## config.mk

```make
export PLATFORM = sky130hd
export DESIGN_NAME = shtp_rotation_report_parser
export DESIGN_NICKNAME = d
export VERILOG_FILES = /design/src/design/shtp_rpp_pkg.sv /design/src/design/shtp_rpp_in_stage.sv /design/src/design/shtp_rpp_decoder.sv /design/src/design/shtp_rpp_out_stage.sv /design/src/design/shtp_rotation_report_parser.sv
export VERILOG_INCLUDE_DIRS = /design/src /design/src/design
export SDC_FILE = /design/constraint.sdc
export NUM_CORES = 1
export LEC_CHECK = 0
export BUFFER_PORTS_ARGS = -buffer_cell sky130_fd_sc_hd__buf_4
export CAP_MARGIN = 20
export CORE_ASPECT_RATIO = 1.4
export CORE_MARGIN = 2
export CORE_UTILIZATION = 42
export CTS_CLUSTER_DIAMETER = 30
export CTS_CLUSTER_SIZE = 14
export DETAILED_ROUTE_END_ITERATION = 7
export GPL_ROUTABILITY_DRIVEN = 0
export PLACE_DENSITY_LB_ADDON = 0.15
export SLEW_MARGIN = 20
export SYNTH_ARGS = -nofsm -noshare
export SYNTH_HDL_FRONTEND = slang
export SYNTH_SLANG_ARGS = --single-unit
```

## constraint.sdc

```tcl
create_clock -name clk -period 8.29 [get_ports clk]
set_input_delay 0 -clock clk [delete_from_list [all_inputs] [get_ports clk]]
set_output_delay 0 -clock clk [all_outputs]
set_load 0.05 [all_outputs]
```

## src/design/shtp_rotation_report_parser_defines.svh

```systemverilog
// ----------------------------------------------------------------------------
// shtp_rotation_report_parser_defines
// Assertion macros for the SHTP rotation report parser; empty in synthesis.
// ----------------------------------------------------------------------------
`ifndef SHTP_ROTATION_REPORT_PARSER_DEFINES_SVH
`define SHTP_ROTATION_REPORT_PARSER_DEFINES_SVH

`ifndef SYNTHESIS
// Same-cycle implication, sampled on clk, off while arst_n is low.
`define SHTP_RPP_ASSERT_IMP(lbl, ante, cons) \
	lbl: assert property (@(posedge clk) disable iff (!arst_n) (ante) |-> (cons)) \
		else $error("shtp_rotation_report_parser: check failed");
// Next-cycle implication, sampled on clk, off while arst_n is low.
`define SHTP_RPP_ASSERT_NEXT(lbl, ante, cons) \
	lbl: assert property (@(posedge clk) disable iff (!arst_n) (ante) |=> (cons)) \
		else $error("shtp_rotation_report_parser: check failed");
`else
`define SHTP_RPP_ASSERT_IMP(lbl, ante, cons)
`define SHTP_RPP_ASSERT_NEXT(lbl, ante, cons)
`endif

`endif

```

## src/design/shtp_rpp_pkg.sv

```systemverilog
// ----------------------------------------------------------------------------
// shtp_rpp_pkg
// Types and constants shared by the SHTP rotation report parser modules.
// ----------------------------------------------------------------------------
package shtp_rpp_pkg;

	localparam logic [14:0] MAX_PAYLOAD     = 15'd300;
	localparam logic [14:0] HDR_LEN         = 15'd4;
	localparam logic [14:0] LEN_INVALID     = 15'h7FFF;
	localparam logic [14:0] RESP_MIN        = 15'd6;
	localparam logic [7:0]  CMD_RESPONSE_ID = 8'hF1;
	localparam logic [7:0]  CMD_ME_CAL      = 8'h07;
	localparam logic [3:0]  REPORT_LAST     = 4'd13;
	localparam int          REPORT_BYTES    = 14;
	localparam int          RESP_BYTES      = 6;

	localparam logic [7:0]  RESET_REPORT_ID  = 8'd5;
	localparam logic [7:0]  RESET_INPUT_CH   = 8'd3;
	localparam logic [7:0]  RESET_CONTROL_CH = 8'd2;
	localparam logic [7:0]  RESET_CAL_RESULT = 8'hFF;

	localparam int M_TDATA_W = 120;

	typedef enum logic [1:0] {
		KIND_INVALID  = 2'd0,
		KIND_ROTATION = 2'd1,
		KIND_CAL      = 2'd2,
		KIND_NONE     = 2'd3
	} kind_t;

	typedef enum logic [1:0] {
		CFG_REPORT_ID  = 2'd0,
		CFG_INPUT_CH   = 2'd1,
		CFG_CONTROL_CH = 2'd2
	} cfg_index_t;

	typedef struct packed {
		logic       we;
		logic [1:0] index;
		logic [7:0] wdata;
	} cfg_wr_t;

	typedef struct packed {
		logic       packet_start;
		logic [7:0] data_byte;
	} item_t;

	typedef struct packed {
		kind_t              result_kind;
		logic [7:0]         packet_channel;
		logic [14:0]        scanned_length;
		logic [1:0]         cal_accuracy;
		logic signed [15:0] quat_i;
		logic signed [15:0] quat_j;
		logic signed [15:0] quat_k;
		logic signed [15:0] quat_real;
		logic signed [15:0] heading_error_raw;
		logic [7:0]         calibration_result;
	} result_t;

endpackage

```

## src/design/shtp_rpp_in_stage.sv

```systemverilog
// ----------------------------------------------------------------------------
// shtp_rpp_in_stage
// Input register: captures one byte transaction and holds it for the decoder.
// ----------------------------------------------------------------------------
module shtp_rpp_in_stage
	import shtp_rpp_pkg::*;
(
	input  logic  clk,
	input  logic  arst_n,
	input  logic  in_valid,
	output logic  in_ready,
	input  item_t in_item,
	input  logic  advance,
	output logic  valid_s1,
	output item_t item_s1
);

	// Take a new byte when the stage is empty or its byte moves on now.
	assign in_ready = !valid_s1 || advance;

	always_ff @(posedge clk or negedge arst_n) begin
		if (!arst_n) begin
			valid_s1 <= 1'b0;
		end else if (in_ready) begin
			valid_s1 <= in_valid;
		end
	end

	always_ff @(posedge clk) begin
		if (in_ready && in_valid) begin
			item_s1 <= in_item;
		end
	end

endmodule

```

## src/design/shtp_rpp_decoder.sv

```systemverilog
// ----------------------------------------------------------------------------
// shtp_rpp_decoder
// Packet state, configuration registers and per-byte decode of SHTP packets.
// ----------------------------------------------------------------------------
module shtp_rpp_decoder
	import shtp_rpp_pkg::*;
(
	input  logic    clk,
	input  logic    arst_n,
	input  cfg_wr_t cfg,
	input  logic    step,
	input  item_t   item,
	output logic    res_valid,
	output result_t res
);

	logic [7:0]  report_id_q, input_ch_q, control_ch_q;
	logic        in_pkt_q;
	logic [14:0] pos_q, len_q;
	logic [7:0]  chan_q;
	logic        mact_q, mfound_q;
	logic [3:0]  moff_q;
	logic [7:0]  rb_q   [REPORT_BYTES];
	logic [7:0]  resp_q [RESP_BYTES];
	logic [1:0]  lacc_q;
	logic [7:0]  lcal_q;

	logic        active, emit;
	logic [7:0]  b;
	logic [14:0] pos, len_c, len_n, p, plen, scanned;
	logic [7:0]  chan_c, chan_n;
	logic        mact_c, mfound_c, mact_n, mfound_n;
	logic [3:0]  moff_c, moff_n, moff_inc;
	logic        rb_we, resp_we;
	logic [3:0]  rb_wa;
	logic [2:0]  resp_wa;
	logic [7:0]  rb_n   [REPORT_BYTES];
	logic [7:0]  resp_n [RESP_BYTES];
	logic [1:0]  lacc_n;
	logic [7:0]  lcal_n;
	logic        in_pkt_n;
	kind_t       kind;

	always_ff @(posedge clk or negedge arst_n) begin
		if (!arst_n) begin
			report_id_q  <= RESET_REPORT_ID;
			input_ch_q   <= RESET_INPUT_CH;
			control_ch_q <= RESET_CONTROL_CH;
		end else if (cfg.we) begin
			unique case (cfg_index_t'(cfg.index))
				CFG_REPORT_ID:  report_id_q  <= cfg.wdata;
				CFG_INPUT_CH:   input_ch_q   <= cfg.wdata;
				CFG_CONTROL_CH: control_ch_q <= cfg.wdata;
				default: ;
			endcase
		end
	end

	always_comb begin
		b        = item.data_byte;
		active   = item.packet_start || in_pkt_q;
		pos      = item.packet_start ? '0 : pos_q;
		len_c    = item.packet_start ? '0 : len_q;
		chan_c   = item.packet_start ? '0 : chan_q;
		mact_c   = item.packet_start ? 1'b0 : mact_q;
		mfound_c = item.packet_start ? 1'b0 : mfound_q;
		moff_c   = item.packet_start ? '0 : moff_q;

		len_n    = len_c;
		chan_n   = chan_c;
		mact_n   = mact_c;
		mfound_n = mfound_c;
		moff_n   = moff_c;
		moff_inc = moff_c + 4'd1;
		rb_we    = 1'b0;
		rb_wa    = '0;
		resp_we  = 1'b0;
		in_pkt_n = active;
		emit     = 1'b0;
		kind     = KIND_NONE;
		lacc_n   = lacc_q;
		lcal_n   = lcal_q;
		p        = pos - HDR_LEN;
		plen     = len_c - HDR_LEN;
		scanned  = (plen > MAX_PAYLOAD) ? MAX_PAYLOAD : plen;
		resp_wa  = p[2:0];

		if (pos == 15'd0) begin
			len_n = {7'd0, b};
		end else if (pos == 15'd1) begin
			len_n = len_c | {b[6:0], 8'd0};
		end else if (pos == 15'd2) begin
			chan_n = b;
		end else if (pos == 15'd3) begin
			if (len_c <= HDR_LEN || len_c == LEN_INVALID) begin
				emit     = 1'b1;
				kind     = KIND_INVALID;
				in_pkt_n = 1'b0;
			end
		end else begin
			if (p < MAX_PAYLOAD) begin
				resp_we = (p < RESP_MIN);
				if (mact_c) begin
					moff_n = moff_inc;
					if (moff_inc <= REPORT_LAST) begin
						rb_we = 1'b1;
						rb_wa = moff_inc;
					end
					if (moff_inc >= REPORT_LAST) begin
						mact_n   = 1'b0;
						mfound_n = 1'b1;
					end
				end else if (!mfound_c && b == report_id_q) begin
					rb_we  = 1'b1;
					rb_wa  = '0;
					moff_n = '0;
					mact_n = 1'b1;
				end
			end
			if ((pos + 15'd1) == len_c) begin
				emit     = 1'b1;
				in_pkt_n = 1'b0;
			end
		end

		// Bypass this byte's writes so the last byte of a packet is seen.
		for (int i = 0; i < REPORT_BYTES; i++) begin
			rb_n[i] = (rb_we && rb_wa == 4'(i)) ? b : rb_q[i];
		end
		for (int i = 0; i < RESP_BYTES; i++) begin
			resp_n[i] = (resp_we && resp_wa == 3'(i)) ? b : resp_q[i];
		end

		if (emit && kind != KIND_INVALID) begin
			if (chan_c == input_ch_q) begin
				if (mfound_n) begin
					lacc_n = rb_n[2][1:0];
					kind   = KIND_ROTATION;
				end
			end else if (chan_c == control_ch_q && scanned >= RESP_MIN &&
					resp_n[0] == CMD_RESPONSE_ID && resp_n[2] == CMD_ME_CAL) begin
				lcal_n = resp_n[5];
				kind   = KIND_CAL;
			end
		end
	end

	assign res_valid = step && active && emit;

	always_comb begin
		res = '0;
		res.result_kind        = kind;
		res.packet_channel     = chan_c;
		res.scanned_length     = (kind == KIND_INVALID) ? '0 : scanned;
		res.cal_accuracy       = lacc_n;
		res.calibration_result = lcal_n;
		if (kind == KIND_ROTATION) begin
			res.quat_i            = {rb_n[5], rb_n[4]};
			res.quat_j            = {rb_n[7], rb_n[6]};
			res.quat_k            = {rb_n[9], rb_n[8]};
			res.quat_real         = {rb_n[11], rb_n[10]};
			res.heading_error_raw = {rb_n[13], rb_n[12]};
		end
	end

	always_ff @(posedge clk or negedge arst_n) begin
		if (!arst_n) begin
			in_pkt_q <= 1'b0;
			pos_q    <= '0;
			len_q    <= '0;
			chan_q   <= '0;
			mact_q   <= 1'b0;
			mfound_q <= 1'b0;
			moff_q   <= '0;
			lacc_q   <= '0;
			lcal_q   <= RESET_CAL_RESULT;
		end else if (step && active) begin
			in_pkt_q <= in_pkt_n;
			pos_q    <= pos + 15'd1;
			len_q    <= len_n;
			chan_q   <= chan_n;
			mact_q   <= mact_n;
			mfound_q <= mfound_n;
			moff_q   <= moff_n;
			lacc_q   <= lacc_n;
			lcal_q   <= lcal_n;
		end
	end

	always_ff @(posedge clk) begin
		if (step && active) begin
			for (int i = 0; i < REPORT_BYTES; i++) begin
				rb_q[i] <= rb_n[i];
			end
			for (int i = 0; i < RESP_BYTES; i++) begin
				resp_q[i] <= resp_n[i];
			end
		end
	end

endmodule

```

## src/design/shtp_rpp_out_stage.sv

```systemverilog
// ----------------------------------------------------------------------------
// shtp_rpp_out_stage
// Result register: holds one result transaction until the sink takes it.
// ----------------------------------------------------------------------------
module shtp_rpp_out_stage
	import shtp_rpp_pkg::*;
(
	input  logic    clk,
	input  logic    arst_n,
	input  logic    res_valid,
	input  result_t res,
	output logic    advance,
	output logic    out_valid,
	input  logic    out_ready,
	output result_t out_res
);

	logic    valid_q;
	result_t res_q;

	// The register frees up when empty or being drained this cycle.
	assign advance   = !valid_q || out_ready;
	assign out_valid = valid_q;
	assign out_res   = res_q;

	always_ff @(posedge clk or negedge arst_n) begin
		if (!arst_n) begin
			valid_q <= 1'b0;
		end else if (advance) begin
			valid_q <= res_valid;
		end
	end

	always_ff @(posedge clk) begin
		if (advance && res_valid) begin
			res_q <= res;
		end
	end

endmodule

```

## src/design/shtp_rotation_report_parser.sv

```systemverilog
// ----------------------------------------------------------------------------
// shtp_rotation_report_parser
// Byte-serial SHTP packet decoder giving rotation reports and cal responses.
// ----------------------------------------------------------------------------
//
//  channel   dir  transaction                 contents
//  s_*       in   one packet byte             tdata: data_byte; tuser: packet_start
//  m_*       out  one result per packet       tuser: result_kind; tdata: see port
//  cfg_*     in   one register write          report_id, input_channel, control_channel
//
// Cycles: one byte a cycle sustained while m_tready drains the result register;
// the last byte of a packet is held in the input register while its decode
// settles into the result register, which then presents the result.
// The decode is combinational between the two registers, beside the packet state.
// Reset: arst_n clears all control state; config returns to 5 / 3 / 2 and
// the stored calibration result to 255.
// Stalls: a held result blocks the decoder; the input register still
// takes one byte while the result waits.
//
`include "shtp_rotation_report_parser_defines.svh"

module shtp_rotation_report_parser
	import shtp_rpp_pkg::*;
(
	input  logic                 clk,
	input  logic                 arst_n,
	input  logic                 s_tvalid,
	output logic                 s_tready,
	input  logic [7:0]           s_tdata,   // [7:0] data_byte
	input  logic [0:0]           s_tuser,   // [0] packet_start
	output logic                 m_tvalid,
	input  logic                 m_tready,
	// [7:0] packet_channel, [22:8] scanned_length, [24:23] cal_accuracy,
	// [40:25] quat_i, [56:41] quat_j, [72:57] quat_k, [88:73] quat_real,
	// [104:89] heading_error_raw, [112:105] calibration_result, rest zero
	output logic [M_TDATA_W-1:0] m_tdata,
	output logic [1:0]           m_tuser,   // [1:0] result_kind
	input  logic                 cfg_we,
	input  logic [1:0]           cfg_index,
	input  logic [7:0]           cfg_wdata
);

	item_t   in_item, item_s1;
	logic    valid_s1, advance, step, res_valid;
	result_t res, out_res;
	cfg_wr_t cfg;

	assign in_item.data_byte    = s_tdata;
	assign in_item.packet_start = s_tuser[0];
	assign cfg.we    = cfg_we;
	assign cfg.index = cfg_index;
	assign cfg.wdata = cfg_wdata;

	// Advance the held byte only when the result register can take its result.
	assign step = valid_s1 && advance;

	shtp_rpp_in_stage u_in (
		.clk      (clk),
		.arst_n   (arst_n),
		.in_valid (s_tvalid),
		.in_ready (s_tready),
		.in_item  (in_item),
		.advance  (advance),
		.valid_s1 (valid_s1),
		.item_s1  (item_s1)
	);

	shtp_rpp_decoder u_dec (
		.clk       (clk),
		.arst_n    (arst_n),
		.cfg       (cfg),
		.step      (step),
		.item      (item_s1),
		.res_valid (res_valid),
		.res       (res)
	);

	shtp_rpp_out_stage u_out (
		.clk       (clk),
		.arst_n    (arst_n),
		.res_valid (res_valid),
		.res       (res),
		.advance   (advance),
		.out_valid (m_tvalid),
		.out_ready (m_tready),
		.out_res   (out_res)
	);

	// Pack the result fields, lowest field first, pad to whole bytes.
	assign m_tuser = out_res.result_kind;
	assign m_tdata = {7'd0,
		out_res.calibration_result,
		out_res.heading_error_raw,
		out_res.quat_real,
		out_res.quat_k,
		out_res.quat_j,
		out_res.quat_i,
		out_res.cal_accuracy,
		out_res.scanned_length,
		out_res.packet_channel};

	// Hold the input side while a byte waits behind a blocked result.
	`SHTP_RPP_ASSERT_IMP(a_hold_input, (valid_s1 && m_tvalid && !m_tready), (!s_tready))
	// An invalid header reports no scanned payload.
	`SHTP_RPP_ASSERT_IMP(a_invalid_len, (m_tvalid && m_tuser == KIND_INVALID), (m_tdata[22:8] == 15'd0))
	// The scanned length never passes the scan window.
	`SHTP_RPP_ASSERT_IMP(a_scan_cap, (m_tvalid), (m_tdata[22:8] <= MAX_PAYLOAD))
	// A drained result with nothing new behind it leaves the output empty.
	`SHTP_RPP_ASSERT_NEXT(a_drain, (m_tvalid && m_tready && !res_valid), (!m_tvalid))

endmodule
```

==> run_results.csv <==
group,metric,value,unit
synthesis,synth_top_area_share,0.468,
setup_path,crit_fanout,15,
sta,slew_headroom,0.260,
status,outcome,"finished clean",
global_routing,grt_max_degree,90,
final_layout,mostFrequentLayoutCells,"edfxtp_1 (230), buf_4 (156), mux2_2 (130), nor2b_1 (97), nand2_1 (75)",
synthesis,syn_avg_cell_area,12.9,µm²
synthesis,ys_types,72,
min_path,hold_class,"in2reg",
global_routing,grt_usage,0.198,
sta,finalCritPeriodShare,0.586,
global_routing,grt_pass1_wl,56.0,mm
floorplanning,die_w,162,µm
final_layout,layout-drive-gt1-share,0.306,
clock_network,clk_pin_slew,0.05,ns
setup_path,critical-path-slowest-cell,"nor4_2",
pwr,power_frac_clock,0.485,
floorplanning,core_area,34800,µm²
setup_path,rrSetupSlack,3.43,ns
global_routing,grt_overflow,0,
sta,rsz0062_at_grt,"no",
floorplanning,die_area,36700,µm²
sta,fin_ws,3.43,ns
clock_network,postCtsSetupBuffers,0,
floorplanning,start_util,0.425,
setup_path,crit_type,"reg2reg",
clock_network,cts_resized,0,
routing,vias_per_cell,5.40,
routing,postRouteAntennaNets,0,
sta,period_minus_slack,4.86,ns
routing,wirelength,36.4,mm
synthesis,synth_area_leaders,"edfxtp_1 (47%), dfrtp_1 (12%), mux2_2 (9.9%)",
global_routing,grt_pass1_vias,9843,
sta,final-hold-violation-count,0,
routing,wire_per_inst,20.2,µm
synthesis,synth_seq_area_share,0.606,
sta,fin_tns_setup,0,ns
final_layout,layout_commonest_cell,"edfxtp_1",
synthesis,synth_edf_count,230,
pwr,power_density,229,nW/µm²
synthesis,synth_ff_type,"edfxtp_1",
global_routing,antenna_found_initial,0,
final_layout,fin_area,18100,µm²
setup_path,cp-end-kind,"flip-flop",
synthesis,synth_area,14800,µm²
clock_network,cts_buffer_depth,3,
synthesis,synth-async-reset-ratio,0.260,
flow_run,drv_cap,0,
pwr,ir_drop,150,µV
synthesis,synth-seq-cells,311,
synthesis,netlist_instances,1141,
setup_path,rr_worst_depth,11,
sta,fmax,206,MHz
setup_path,required,8.56,ns
min_path,holdPathStages,3,
floorplanning,ios,148,
placement,pre_cts_ws,3.46,ns
floorplanning,die_h,226,µm
pwr,p_switching,1.03,mW
sta,worstMarginPinSlew,1.11,ns
final_layout,area_growth,22.6,%
routing,drt_iter0_drc,568,
sta,whs,0.0986,ns
setup_path,cp_cell_sequence,"inv_1 -> nand2_1 -> ha_1 -> or4b_4 -> nor4_1 -> xnor2_1 -> nor3b_4 -> nand3_2 -> nor4_2 -> mux2_2 -> nor2b_1",
pwr,switching_share,0.248,
clock_network,cts_sinks,311,
pwr,combPwrFrac,0.084,
placement,port_buffers,140,
pwr,power_frac_seq,0.432,
clock_network,cts_hold_buf,25,
routing,drc,0,
synthesis,synth_largest_area_cell,"edfxtp_1",
synthesis,ys_warn_count,0,
sta,setup_viol,0,
routing,vias,9705,
final_layout,diodes,0,
floorplanning,rows,81,
setup_path,crit_arrival,5.13,ns
final_layout,nets,1335,
pwr,power_leakage,6.64,nW
placement,post_dp_cell_area,16200,µm²
routing,first_pass_iters,5,
sta,drv_slew,0,
setup_path,critPathMaxStageDelay,0.88,ns
sta,clock_skew,0.0194,ns
setup_path,startpoint_type,"flip-flop",
clock_network,insertion_delay,0.57,ns
placement,dp_hpwl,22.3,mm
clock_network,root_buffer,"clkbuf_16",
clock_network,cts_tree,"yes",
clock_network,htree_levels,2,
clock_network,numCtsBuffers,51,
pwr,power.internal,3.12,mW
-- cell type report --
class / count / area, µm²
Fill cell: 2961 / 16700
Timing Repair Buffer: 181 / 1430
Clock buffer: 63 / 1350
Sequential cell: 311 / 8950
Inverter: 18 / 72.6
Multi-Input combinational cell: 737 / 5430
Tap cell: 456 / 571
Clock inverter: 31 / 299
-- final timing paths --
kind | startpoint | end
worst max-delay path | u_in.item_s1[8]$_DFFE_PP_ | u_out.out_res[58]$_SDFFCE_PP0P_
worst min-delay path | cfg_we | u_dec.report_id_q[4]$_DFFE_PN0P_
worst max register to register | u_in.item_s1[8]$_DFFE_PP_ | u_out.out_res[58]$_SDFFCE_PP0P_
worst min register to register | u_dec.mact_q$_DFFE_PN0P_ | u_dec.mact_q$_DFFE_PN0P_
max in group asynchronous | arst_n | u_dec.in_pkt_q$_DFFE_PN0P_
min in group asynchronous | arst_n | u_dec.control_ch_q[1]$_DFFE_PN1P_
-- synthesized netlist by cell type (all sizes together) (6+ instances only) --
| cell type | number |
|---|---|
| edfxtp | 230 |
| mux2 | 138 |
| nor2b | 97 |
| nand2 | 76 |
| clkbuf | 73 |
| dfrtp | 68 |
| nor2 | 54 |
| o21ai | 40 |
| xnor2 | 32 |
| a22o | 26 |
| a21oi | 23 |
| nor3 | 23 |
| nand3 | 20 |
| nor4 | 19 |
| inv | 18 |
| nand4 | 16 |
| buf | 14 |
| xor2 | 14 |
| a31oi | 13 |
| dfstp | 13 |
| ha | 11 |
| nand2b | 8 |
| nor4bb | 8 |
| and3 | 6 |
| nor3b | 6 |
-- power groups by stage --
stage	Combinational, mW	Sequential, mW	Clock, mW
6_report	0.347	1.79	2.01
5_1_grt	0.383	1.80	2.13
4_1_cts	0.349	1.79	2.05
3_5_place_dp	0.337	1.82	0
3_3_place_gp	0.334	1.82	0
2_1_floorplan	0.261	1.79	0
-- metal layers --
layer  share of wire  track usage  up-vias
met3           0.037       0.0365       81
li1                -            -     4529
met2            0.51        0.342      235
met5               0            0        -
met4           0.033       0.0845        0
met1            0.42        0.243     4860
-- sequential cells by signal, indices dropped and copies added, names as in the netlist, 2 cells and up --
register / cells
u_out.out_res: 115
u_dec.rb_q: 82
u_dec.resp_q: 24
u_dec.len_q: 15
u_dec.pos_q: 15
u_in.item_s1: 9
u_dec.chan_q: 8
u_dec.control_ch_q: 8
u_dec.input_ch_q: 8
u_dec.lcal_q: 8
u_dec.report_id_q: 8
u_dec.moff_q: 4
u_dec.lacc_q: 2
-- per-stage QoR --
stage                     instances  power, mW   util
after global placement         1678       2.15  0.466
after CTS                      1797       4.19  0.521
final                          1797       4.15  0.521
after detailed placement       1678       2.16  0.466
after floorplan                1153       2.05      -
after global routing           1797       4.31  0.521
-- worst max-delay path, delay by kind of cell (launching register included) --
family	cells	cell delay, ns
adder cells (fa/ha/maj)	1	0.37
XOR/XNOR	1	0.22
multiplexers	1	0.42
buffers and inverters	1	0.23
AND/OR/NAND/NOR	7	2.96
flip-flops	1	0.34
-- logic make-up after synthesis --
| kind of cell | after synthesis | synth area share |
|---|---|---|
| simple gates | 371 | 0.147 |
| flops | 311 | 0.606 |
| compound gates | 153 | 0.0702 |
| mux | 143 | 0.111 |
| buf+inv | 105 | 0.0293 |
| xor+xnor | 46 | 0.0273 |
| fa+ha+maj | 11 | 0.00932 |
| other cells | 1 | 0.000254 |
(Power assumes the default switching activity.)
